**src/design/esu_pkg.sv**
```systemverilog
// ----------------------------------------------------------------------------
// esu_pkg: shared types and constants of the escape sequence unescaper
// Result kinds, result and per-item bundle structs, character codes and the
// hex digit decoder.
// ----------------------------------------------------------------------------
`default_nettype none

package esu_pkg;

  localparam int POS_W   = 16;  // width of the in-string byte position
  localparam int ERR_W   = 16;  // width of the reported error position
  localparam int MAX_RES = 3;   // most results one item can cause
  localparam int CNT_W   = 2;   // holds 0 .. MAX_RES

  typedef enum logic [1:0] {
    KIND_BYTE  = 2'd0,
    KIND_DONE  = 2'd1,
    KIND_ERROR = 2'd2
  } kind_t;

  typedef struct packed {
    kind_t            kind;
    logic [7:0]       data;
    logic [ERR_W-1:0] err_pos;
    logic             last;
  } res_t;

  // all results caused by one item, in delivery order from index 0
  typedef struct packed {
    logic [CNT_W-1:0]   cnt;
    res_t [MAX_RES-1:0] res;
  } step_t;

  localparam logic [7:0] CH_NUL   = 8'h00;
  localparam logic [7:0] CH_BSL   = 8'h5c;
  localparam logic [7:0] CH_QUOTE = 8'h22;
  localparam logic [7:0] CH_R     = 8'h72;
  localparam logic [7:0] CH_N     = 8'h6e;
  localparam logic [7:0] CH_T     = 8'h74;
  localparam logic [7:0] CH_U     = 8'h75;
  localparam logic [7:0] CH_CR    = 8'h0d;
  localparam logic [7:0] CH_LF    = 8'h0a;
  localparam logic [7:0] CH_TAB   = 8'h09;

  // {valid, value} of a hex digit in either case
  function automatic logic [4:0] hex_digit(input logic [7:0] c);
    logic [4:0] r;
    r = 5'd0;
    if (c >= 8'h30 && c <= 8'h39) begin
      r = {1'b1, c[3:0]};
    end else if ((c >= 8'h61 && c <= 8'h66) || (c >= 8'h41 && c <= 8'h46)) begin
      r = {1'b1, c[3:0] + 4'd9};
    end
    return r;
  endfunction

  // lowercase-only digit test used right after a backslash
  function automatic logic is_lower_hex(input logic [7:0] c);
    return (c >= 8'h30 && c <= 8'h39) || (c >= 8'h61 && c <= 8'h66);
  endfunction

endpackage

`default_nettype wire

```
**src/design/escape_sequence_unescaper.sv**
```systemverilog
// ----------------------------------------------------------------------------
// escape_sequence_unescaper: backslash escape decoder with UTF-8 output
// Pipeline: an accepted byte waits in the input register, is decoded
//   combinationally and loads its results into the result register.
// Throughput: 1 byte per cycle while the result register has room; a \uHHHH
//   escape that encodes to 2 or 3 bytes holds the input while the result
//   register drains, one result per cycle when the output does not stall.
// Reset: synchronous, active low; clears parse state and position to the
//   start of a string in normal text mode and empties both registers.
// ----------------------------------------------------------------------------
`default_nettype none

module escape_sequence_unescaper import esu_pkg::*; (
  input  logic             clk,
  input  logic             rst_n,
  // input channel: one string byte per item
  input  logic             in_valid,
  output logic             in_stall,
  input  logic [7:0]       in_ch,
  // result channel
  output logic             out_valid,
  input  logic             out_stall,
  output logic [1:0]       out_kind,
  output logic [7:0]       out_out_byte,
  output logic [ERR_W-1:0] out_error_pos,
  output logic             out_last_of_run
);

  // input register: holds one accepted byte until the result register has room
  logic       in_vld_r;
  logic [7:0] in_ch_r;

  logic       buf_free;
  logic       load;
  step_t      step_res;

  // advance the held byte whenever its results can be loaded; a byte that
  // causes no results still advances the parse state the same way
  assign load     = in_vld_r && buf_free;
  // hold the input only while a held byte waits for room
  assign in_stall = in_vld_r && !buf_free;

  always_ff @(posedge clk) begin
    if (!rst_n) begin
      in_vld_r <= 1'b0;
    end else if (!in_stall) begin
      in_vld_r <= in_valid;
    end
  end

  // payload needs no reset; it is qualified by in_vld_r
  always_ff @(posedge clk) begin
    if (!in_stall) begin
      in_ch_r <= in_ch;
    end
  end

  // decode: parse state plus short logic from the held byte to results
  esu_core u_core (
    .clk    (clk),
    .rst_n  (rst_n),
    .step   (load),
    .ch     (in_ch_r),
    .step_o (step_res)
  );

  // result register: drain the item's results one per handshake
  esu_outbuf u_outbuf (
    .clk             (clk),
    .rst_n           (rst_n),
    .load            (load),
    .step_i          (step_res),
    .free            (buf_free),
    .out_valid       (out_valid),
    .out_stall       (out_stall),
    .out_kind        (out_kind),
    .out_out_byte    (out_out_byte),
    .out_error_pos   (out_error_pos),
    .out_last_of_run (out_last_of_run)
  );

  a_stall_only_when_held: assert property (@(posedge clk) disable iff (!rst_n)
    in_stall |-> in_vld_r)
    else $error("input stalled with nothing held");

  a_end_is_last: assert property (@(posedge clk) disable iff (!rst_n)
    out_valid && (out_kind == KIND_DONE || out_kind == KIND_ERROR) |-> out_last_of_run)
    else $error("end or error result not marked last");

  a_held_byte_moves: assert property (@(posedge clk) disable iff (!rst_n)
    in_vld_r && !out_valid |-> !in_stall)
    else $error("held byte blocked while result register empty");

endmodule

`default_nettype wire

```
**src/design/esu_core.sv**
```systemverilog
// ----------------------------------------------------------------------------
// esu_core: escape decoder state and per-item decode
// Holds the parse state and turns one byte into up to three results.
// ----------------------------------------------------------------------------
`default_nettype none

module esu_core import esu_pkg::*; (
  input  logic       clk,
  input  logic       rst_n,
  input  logic       step,     // commit the decode of ch
  input  logic [7:0] ch,
  output step_t      step_o
);

  typedef enum logic [2:0] {
    M_NORMAL  = 3'd0,
    M_ESC     = 3'd1,
    M_HEX2    = 3'd2,
    M_UNI     = 3'd3,
    M_DISCARD = 3'd4
  } mode_t;

  mode_t            mode_r, mode_nxt;
  logic [2:0]       digits_r, digits_nxt;
  logic             stopped_r, stopped_nxt;
  logic [15:0]      acc_r, acc_nxt;
  logic [POS_W-1:0] pos_r, pos_nxt;
  logic [POS_W-1:0] esc_r, esc_nxt;

  logic [4:0]       hv;
  logic [15:0]      cp;
  logic [2:0]       dig_inc;
  logic             ended;
  logic [CNT_W-1:0] cnt;
  res_t [MAX_RES-1:0] res;

  function automatic res_t mk(input kind_t k, input logic [7:0] d,
                              input logic [ERR_W-1:0] e);
    res_t r;
    r.kind    = k;
    r.data    = d;
    r.err_pos = e;
    r.last    = 1'b0;
    return r;
  endfunction

  assign hv      = hex_digit(ch);
  assign dig_inc = digits_r + 3'd1;
  assign cp      = (!stopped_r && hv[4]) ? {acc_r[11:0], hv[3:0]} : acc_r;

  always_comb begin
    mode_nxt    = mode_r;
    digits_nxt  = digits_r;
    stopped_nxt = stopped_r;
    acc_nxt     = acc_r;
    esc_nxt     = esc_r;
    ended       = 1'b0;
    cnt         = '0;
    res         = '0;

    case (mode_r)
      M_ESC: begin
        mode_nxt = M_NORMAL;
        if (ch == CH_NUL) begin
          res[0] = mk(KIND_ERROR, 8'd0, ERR_W'(esc_r));
          cnt    = CNT_W'(1);
          ended  = 1'b1;
        end else if (ch == CH_R) begin
          res[0] = mk(KIND_BYTE, CH_CR, '0);
          cnt    = CNT_W'(1);
        end else if (ch == CH_N) begin
          res[0] = mk(KIND_BYTE, CH_LF, '0);
          cnt    = CNT_W'(1);
        end else if (ch == CH_T) begin
          res[0] = mk(KIND_BYTE, CH_TAB, '0);
          cnt    = CNT_W'(1);
        end else if (ch == CH_BSL || ch == CH_QUOTE) begin
          res[0] = mk(KIND_BYTE, ch, '0);
          cnt    = CNT_W'(1);
        end else if (is_lower_hex(ch)) begin
          acc_nxt  = {12'd0, hv[3:0]};
          mode_nxt = M_HEX2;
        end else if (ch == CH_U) begin
          acc_nxt     = '0;
          digits_nxt  = '0;
          stopped_nxt = 1'b0;
          mode_nxt    = M_UNI;
        end else begin
          res[0]   = mk(KIND_ERROR, 8'd0, ERR_W'(esc_r));
          cnt      = CNT_W'(1);
          mode_nxt = M_DISCARD;
        end
      end
      M_HEX2: begin
        if (ch == CH_NUL) begin
          res[0] = mk(KIND_ERROR, 8'd0, ERR_W'(esc_r));
          cnt    = CNT_W'(1);
          ended  = 1'b1;
        end else begin
          if (hv[4]) begin
            acc_nxt = {8'd0, acc_r[3:0], hv[3:0]};
          end
          res[0]   = mk(KIND_BYTE, hv[4] ? {acc_r[3:0], hv[3:0]} : acc_r[7:0], '0);
          cnt      = CNT_W'(1);
          mode_nxt = M_NORMAL;
        end
      end
      M_UNI: begin
        if (ch == CH_NUL) begin
          res[0] = mk(KIND_ERROR, 8'd0, ERR_W'(esc_r));
          cnt    = CNT_W'(1);
          ended  = 1'b1;
        end else begin
          acc_nxt     = cp;
          stopped_nxt = stopped_r | ~hv[4];
          digits_nxt  = dig_inc;
          if (dig_inc[2]) begin
            if (cp[15:7] == '0) begin
              res[0] = mk(KIND_BYTE, cp[7:0], '0);
              cnt    = CNT_W'(1);
            end else if (cp[15:11] == '0) begin
              res[0] = mk(KIND_BYTE, {3'b110, cp[10:6]}, '0);
              res[1] = mk(KIND_BYTE, {2'b10, cp[5:0]}, '0);
              cnt    = CNT_W'(2);
            end else begin
              res[0] = mk(KIND_BYTE, {4'b1110, cp[15:12]}, '0);
              res[1] = mk(KIND_BYTE, {2'b10, cp[11:6]}, '0);
              res[2] = mk(KIND_BYTE, {2'b10, cp[5:0]}, '0);
              cnt    = CNT_W'(3);
            end
            digits_nxt  = '0;
            stopped_nxt = 1'b0;
            mode_nxt    = M_NORMAL;
          end
        end
      end
      M_DISCARD: begin
        ended = (ch == CH_NUL);
      end
      default: begin
        if (ch == CH_NUL) begin
          res[0] = mk(KIND_DONE, 8'd0, '0);
          cnt    = CNT_W'(1);
          ended  = 1'b1;
        end else if (ch == CH_BSL) begin
          esc_nxt  = pos_r;
          mode_nxt = M_ESC;
        end else begin
          res[0]   = mk(KIND_BYTE, ch, '0);
          cnt      = CNT_W'(1);
          mode_nxt = M_NORMAL;
        end
      end
    endcase

    // flag the final result of this item
    for (int i = 0; i < MAX_RES; i++) begin
      res[i].last = (cnt == CNT_W'(i + 1));
    end

    if (ended) begin
      mode_nxt    = M_NORMAL;
      digits_nxt  = '0;
      stopped_nxt = 1'b0;
      acc_nxt     = '0;
      esc_nxt     = '0;
      pos_nxt     = '0;
    end else begin
      pos_nxt = pos_r + 1'b1;
    end
  end

  assign step_o.cnt = cnt;
  assign step_o.res = res;

  always_ff @(posedge clk) begin
    if (!rst_n) begin
      mode_r    <= M_NORMAL;
      digits_r  <= '0;
      stopped_r <= 1'b0;
      acc_r     <= '0;
      pos_r     <= '0;
      esc_r     <= '0;
    end else if (step) begin
      mode_r    <= mode_nxt;
      digits_r  <= digits_nxt;
      stopped_r <= stopped_nxt;
      acc_r     <= acc_nxt;
      pos_r     <= pos_nxt;
      esc_r     <= esc_nxt;
    end
  end

  a_uni_counters_idle: assert property (@(posedge clk) disable iff (!rst_n)
    mode_r != M_UNI |-> digits_r == 3'd0 && !stopped_r)
    else $error("unicode digit counters not cleared outside \\u escape");

  a_pos_restart: assert property (@(posedge clk) disable iff (!rst_n)
    step && ch == CH_NUL && mode_r != M_ESC |=> pos_r == '0)
    else $error("position not restarted after end of string");

  a_plain_one_result: assert property (@(posedge clk) disable iff (!rst_n)
    step && mode_r == M_NORMAL && ch != CH_BSL |-> step_o.cnt == CNT_W'(1))
    else $error("plain byte did not give exactly one result");

endmodule

`default_nettype wire

```
**src/design/esu_outbuf.sv**
```systemverilog
// ----------------------------------------------------------------------------
// esu_outbuf: result register for one item's results
// Loads up to three results at once and delivers them one per handshake.
// ----------------------------------------------------------------------------
`default_nettype none

module esu_outbuf import esu_pkg::*; (
  input  logic             clk,
  input  logic             rst_n,
  input  logic             load,
  input  step_t            step_i,
  output logic             free,
  output logic             out_valid,
  input  logic             out_stall,
  output logic [1:0]       out_kind,
  output logic [7:0]       out_out_byte,
  output logic [ERR_W-1:0] out_error_pos,
  output logic             out_last_of_run
);

  logic [CNT_W-1:0] cnt_r;
  res_t             res_r [MAX_RES];
  logic             pop;

  assign out_valid = (cnt_r != '0);
  assign pop       = out_valid && !out_stall;
  // room for a new item once the last pending result leaves
  assign free      = (cnt_r == '0) || (cnt_r == CNT_W'(1) && !out_stall);

  always_ff @(posedge clk) begin
    if (!rst_n) begin
      cnt_r <= '0;
    end else if (load) begin
      cnt_r <= step_i.cnt;
    end else if (pop) begin
      cnt_r <= cnt_r - 1'b1;
    end
  end

  always_ff @(posedge clk) begin
    if (load) begin
      for (int i = 0; i < MAX_RES; i++) begin
        res_r[i] <= step_i.res[i];
      end
    end else if (pop) begin
      for (int i = 0; i < MAX_RES - 1; i++) begin
        res_r[i] <= res_r[i+1];
      end
    end
  end

  assign out_kind        = res_r[0].kind;
  assign out_out_byte    = res_r[0].data;
  assign out_error_pos   = res_r[0].err_pos;
  assign out_last_of_run = res_r[0].last;

  a_last_on_final: assert property (@(posedge clk) disable iff (!rst_n)
    cnt_r == CNT_W'(1) |-> res_r[0].last)
    else $error("final pending result lacks last flag");

  a_no_early_last: assert property (@(posedge clk) disable iff (!rst_n)
    cnt_r > CNT_W'(1) |-> !res_r[0].last)
    else $error("last flag before final result");

  a_load_count: assert property (@(posedge clk) disable iff (!rst_n)
    load |=> cnt_r == $past(step_i.cnt))
    else $error("result count not taken on load");

endmodule

`default_nettype wire
```
**config.mk**
```make
export PLATFORM = sky130hd
export DESIGN_NAME = escape_sequence_unescaper
export DESIGN_NICKNAME = d
export VERILOG_FILES = /design/src/design/esu_pkg.sv /design/src/design/escape_sequence_unescaper.sv /design/src/design/esu_core.sv /design/src/design/esu_outbuf.sv
export SDC_FILE = /design/constraint.sdc
export NUM_CORES = 1
export LEC_CHECK = 0
export ABC_AREA = 0
export BUFFER_PORTS_ARGS = -buffer_cell sky130_fd_sc_hd__buf_2
export CORE_MARGIN = 2
export CORE_UTILIZATION = 45
export CTS_BUF_LIST = sky130_fd_sc_hd__clkbuf_4 sky130_fd_sc_hd__clkbuf_8 sky130_fd_sc_hd__clkbuf_16
export DETAILED_ROUTE_END_ITERATION = 10
export PLACE_DENSITY = 0.68
export SYNTH_ARGS = -nofsm -noshare
export SYNTH_HDL_FRONTEND = slang
export SYNTH_HIERARCHICAL = 1
export SYNTH_SLANG_ARGS = --single-unit
```
**constraint.sdc**
```tcl
create_clock -name clk -period 5.79 [get_ports clk]
set_input_delay 0.8685 -clock clk [delete_from_list [all_inputs] [get_ports clk]]
set_output_delay 0.8685 -clock clk [all_outputs]
set_load 0.05 [all_outputs]
```
Yosys cells after proc, flatten, opt, wreduce, memory -nomap -nowiden:

Memories as Yosys holds them, arrays and structs flattened.
Index checks and enable logic that the tools add are counted.
Widths: inputs -> output; s select.

* flip-flop bits (word level): 66
* bits in latches: 0
* RAM bits: 81
* ROM bits: 0
* bits of input ports: 12
* output and inout bits: 29
* logic and storage cells: 184
* memories kept: 1

* add/subtract/negate cells: 4
* multipliers: 0
* divide/modulo/power cells: 0
* order comparisons: 6
* eq/ne operators: 30
* shift-type cells: 0
* multiplexer cells: 101
* bitwise gates (word level): 4
* reductions and logical operators: 29

Memories
* u_outbuf.res_r: depth 3, width 27, read ports 3, clocked after memory_dff 0, write ports 3, RTL line esu_outbuf.sv:22 `res_t res_r [MAX_RES];`

Operator list (count)
* $mux 27: 13
* $mux 16: 17
* $mux 54: 3
* $pmux 27 s4: 1
* $mux 81: 1
* $mux 3: 21
* $mux 25: 2
* $mux 50: 1
* $pmux 16 s3: 1
* $eq 8x7->1 const B: 5
* $ne 3x2->1 const B: 9
* $mux 2: 13
* $mux 1: 21
* $add 16x1->16 const B: 1
* $ge 8x7->1 const B: 2
* $le 8x7->1 const B: 2
* $pmux 3 s4: 1
* $reduce_and 11->1: 1
* $mux 5: 2
* $reduce_and 10->1: 1
* $logic_not 9->1: 1
* $ne 3x1->1 const B: 3
* $eq 8x6->1 const B: 1
* $ge 8x6->1 const B: 1
* 29 further kinds: 50

Depth between registers and ports, before layout:

* word-level depth: 15
* mapped depth: 14
* mapped depth without buffers: 10

Hierarchy:

The synthesis kept the hierarchy.

By module, submodules not included
* esu_core: instances 1, cells an instance 543, area an instance 4200.3 um^2, seq. area each 1081.0 um^2
* esu_outbuf: instances 1, cells an instance 186, area an instance 3452.1 um^2, seq. area each 2472.4 um^2
* escape_sequence_unescaper: instances 1, cells an instance 13, area an instance 292.8 um^2, seq. area each 260.2 um^2

Worst setup path after synthesis:

Ideal clock, no wire load.

* path kind: input to register
* start point: input port out_stall
* end point: memory u_outbuf/res_r[0][0] in the netlist's numbering, enable pin
* library setup time: 0.540 ns
* data arrival time: 4.691 ns
* data required time: 5.250 ns
* path slack: 0.559 ns
* stages: 1
* buffers on the path: 0
* cells stage by stage: o21ai_0

RTL lines
* start: declaration: RTL line escape_sequence_unescaper.sv:22 `input logic out_stall,`
* end: declaration: RTL line esu_outbuf.sv:22

==> run metrics <==
status finished clean; Req. time, crit path 5960 ps; crit path max-delay cell type mux2i_1; first-pass GRT wire length 28200 um; CP top delay family multiplexers; Starting Density 45.9%; Reg area 3810 um^2; share of the yosys chip area belonging to registers 48.0%; worst path arrival time 4150 ps; Leak Pwr 3.11 nW; CP max FO 12; Sink Count 146; post-cts resize count 0; hpwl dp 12100 um; DRT iter0 DRCs 660; filler cell count 1579; die area 18700 um^2; most numerous cell in the Yosys netlist edfxtp_1; antenna violations before repair 0; #FFs+latches synth 146; remaining global-route overflow 0; CP Cell Sequence inv_1, ha_1, nor3b_1, or4_1, o22ai_2, mux2i_1, a2111oi_0, a211o_1, mux2_2; CP endpoint kind register; fmax 0.251 GHz; worst vdd rail ir drop 0.278 mV; Finished Layout Cells 977; FF-to-FF path depth 9; final antenna-violating net count 0; Final nets 759; relative slew slack 26.4%; crit path launch type register; CTS tree built; antenna cells 0; total negative slack 0 ps; internal power 1.95 mW; vias in the first global route 5349; Worst-path clk slew 60 ps; ys async rst share 0%; clk_lat worst skew 430 ps; r2r setup slk 1810 ps; Yosys Warn Count 6; Inst Count DP 945; Synth-to-Final Area Change 7.24%; RSZ-0062 raised after global routing false; design area 8520 um^2; HP Class reg -> reg; Seq pwr share 46.0%; wirelength, routed 17900 um; Synth Cell Area 7950 um^2; minimum clock period 3980 ps; PortBufs 40; Die Span Y 137 um; EDFF count, synth 89; Fin. Hold Viols 0; Residual DRC 0; Core Area 17300 um^2; Cells after Synth 742; CTS root buf clkbuf_16; Pwr Density 327 nW/um^2; switching portion of total power 29.8%; placed cell area 7950 um^2; worst hold path stage count 1; Synth Flop Type edfxtp_1; top cells by count, synth edfxtp_1 (89), mux2_2 (67), buf_4 (64), dfxtp_1 (57), nand2_1 (42); share of layout cells above drive strength 1 20.7%; Mean Syn Cell Area 10.7 um^2; total power 2.78 mW; worst setup margin 1810 ps; Num CTS Buffers 17; Multi-input gate area 3550 um^2; die width 137 um; period utilisation layout 68.8%; Post-CTS Setup Bufs 0; hold buffers post-CTS 0; Via density 5.76; Largest stage delay, worst path 760 ps; top cells by area, synth edfxtp_1 (34%), dfxtp_1 (14%), mux2_2 (9.5%); Final Max Tran Viols 0; Final GP Congestion 0.958; switching power 0.829 mW; DR pass1 iterations 5; fin util 49.3%; H-Tree Depth 4; cell taking the most area after synthesis edfxtp_1; Max clock buf depth 2; row cnt 48; IO Pins 41; Buffers & Inverters on Critical Path 1; hold slack 492 ps; Setup WS pre-CTS 1920 ps; post-synth cell types 70; Final Skew 10.9 ps; Slew @ Worst Pin 1100 ps; largest net degree at the start of global routing 55; WL/cell 18.3 um; top cell type's share of synthesized area 33.6%; combinational share of power 16.3%; Crit. path cell count 9; clock power share 37.7%; Crit Path Class reg -> reg; overall global routing resource usage 19.7%; DR vias 5623; # setup viols final 0; Max Cap Violations 0
==> final cells by class <==
class                      count  share of cell area (%)
tap                          225                    3.30
clock buffer                  19                    5.32
multi-input combinational    513                    41.6
timing repair buffer          48                    3.05
sequential                   146                    44.8
inverter                      13                   0.573
clock inverter                13                    1.37
==> power by group through the flow <==
| stage | clock network [mW] | logic, mW | registers, mW |
|---|---|---|---|
| after global placement | 0 | 0.447 | 1.30 |
| after CTS | 1.08 | 0.457 | 1.28 |
| after floorplan | 0 | 0.430 | 1.29 |
| after global routing | 1.12 | 0.484 | 1.29 |
| final | 1.05 | 0.453 | 1.28 |
| after detailed placement | 0 | 0.454 | 1.30 |
==> worst paths after layout <==
kind | from | end
worst max-delay path | in_ch_r[0]$_DFFE_PN_ | u_outbuf/res_r[0][19]$_DFFE_PP_
worst min-delay path | u_core/digits_r[0]$_SDFFE_PN0P_ | u_core/digits_r[0]$_SDFFE_PN0P_
worst max register to register | in_ch_r[0]$_DFFE_PN_ | u_outbuf/res_r[0][19]$_DFFE_PP_
worst min register to register | u_core/digits_r[0]$_SDFFE_PN0P_ | u_core/digits_r[0]$_SDFFE_PN0P_
==> registers in the layout (all words and copies together), names as in the netlist <==
register,flops
in_ch_r,8
in_vld_r,1
u_core/acc_r,16
u_core/digits_r,2
u_core/esc_r,16
u_core/mode_r,3
u_core/pos_r,16
u_core/stopped_r,1
u_outbuf/cnt_r,2
u_outbuf/res_r,81
==> kinds of logic (layout without fill, tap and decap cells) <==
kind of cell	Yosys count	in the layout	synth area share, %
buf+inv	120	93	9.32
mux	89	89	12.3
compound gates	149	149	12.7
fa+ha+maj	9	9	1.39
xor+xnor	15	15	1.65
other cells	1	38	0.0472
flops	146	146	48.0
simple gates	213	213	14.6
==> layout by cell type, fill, tap and decap left out, types with 14 or more instances in the layout <==
cell and instances:
and2_1 22, nand3_1 14, mux2i_1 18, nor2b_1 22, a22oi_1 17, dfxtp_1 57, nand2_1 42, o21ai_0 21
clkbuf_16 17, mux2_2 67, a21oi_1 38, conb_1 38, edfxtp_1 89, buf_2 40, nor2_1 38
==> metal layers <==
| layer | track usage (%) | vias to the layer above | wire length [um] |
|---|---|---|---|
| li1 | - | 2618 | - |
| met1 | 27.0 | 2718 | 8210 |
| met2 | 29.3 | 257 | 7970 |
| met3 | 4.41 | 30 | 1170 |
| met4 | 9.74 | 0 | 509 |
| met5 | 0 | - | 0 |
No activity file was read; power rests on OpenSTA's default activity.
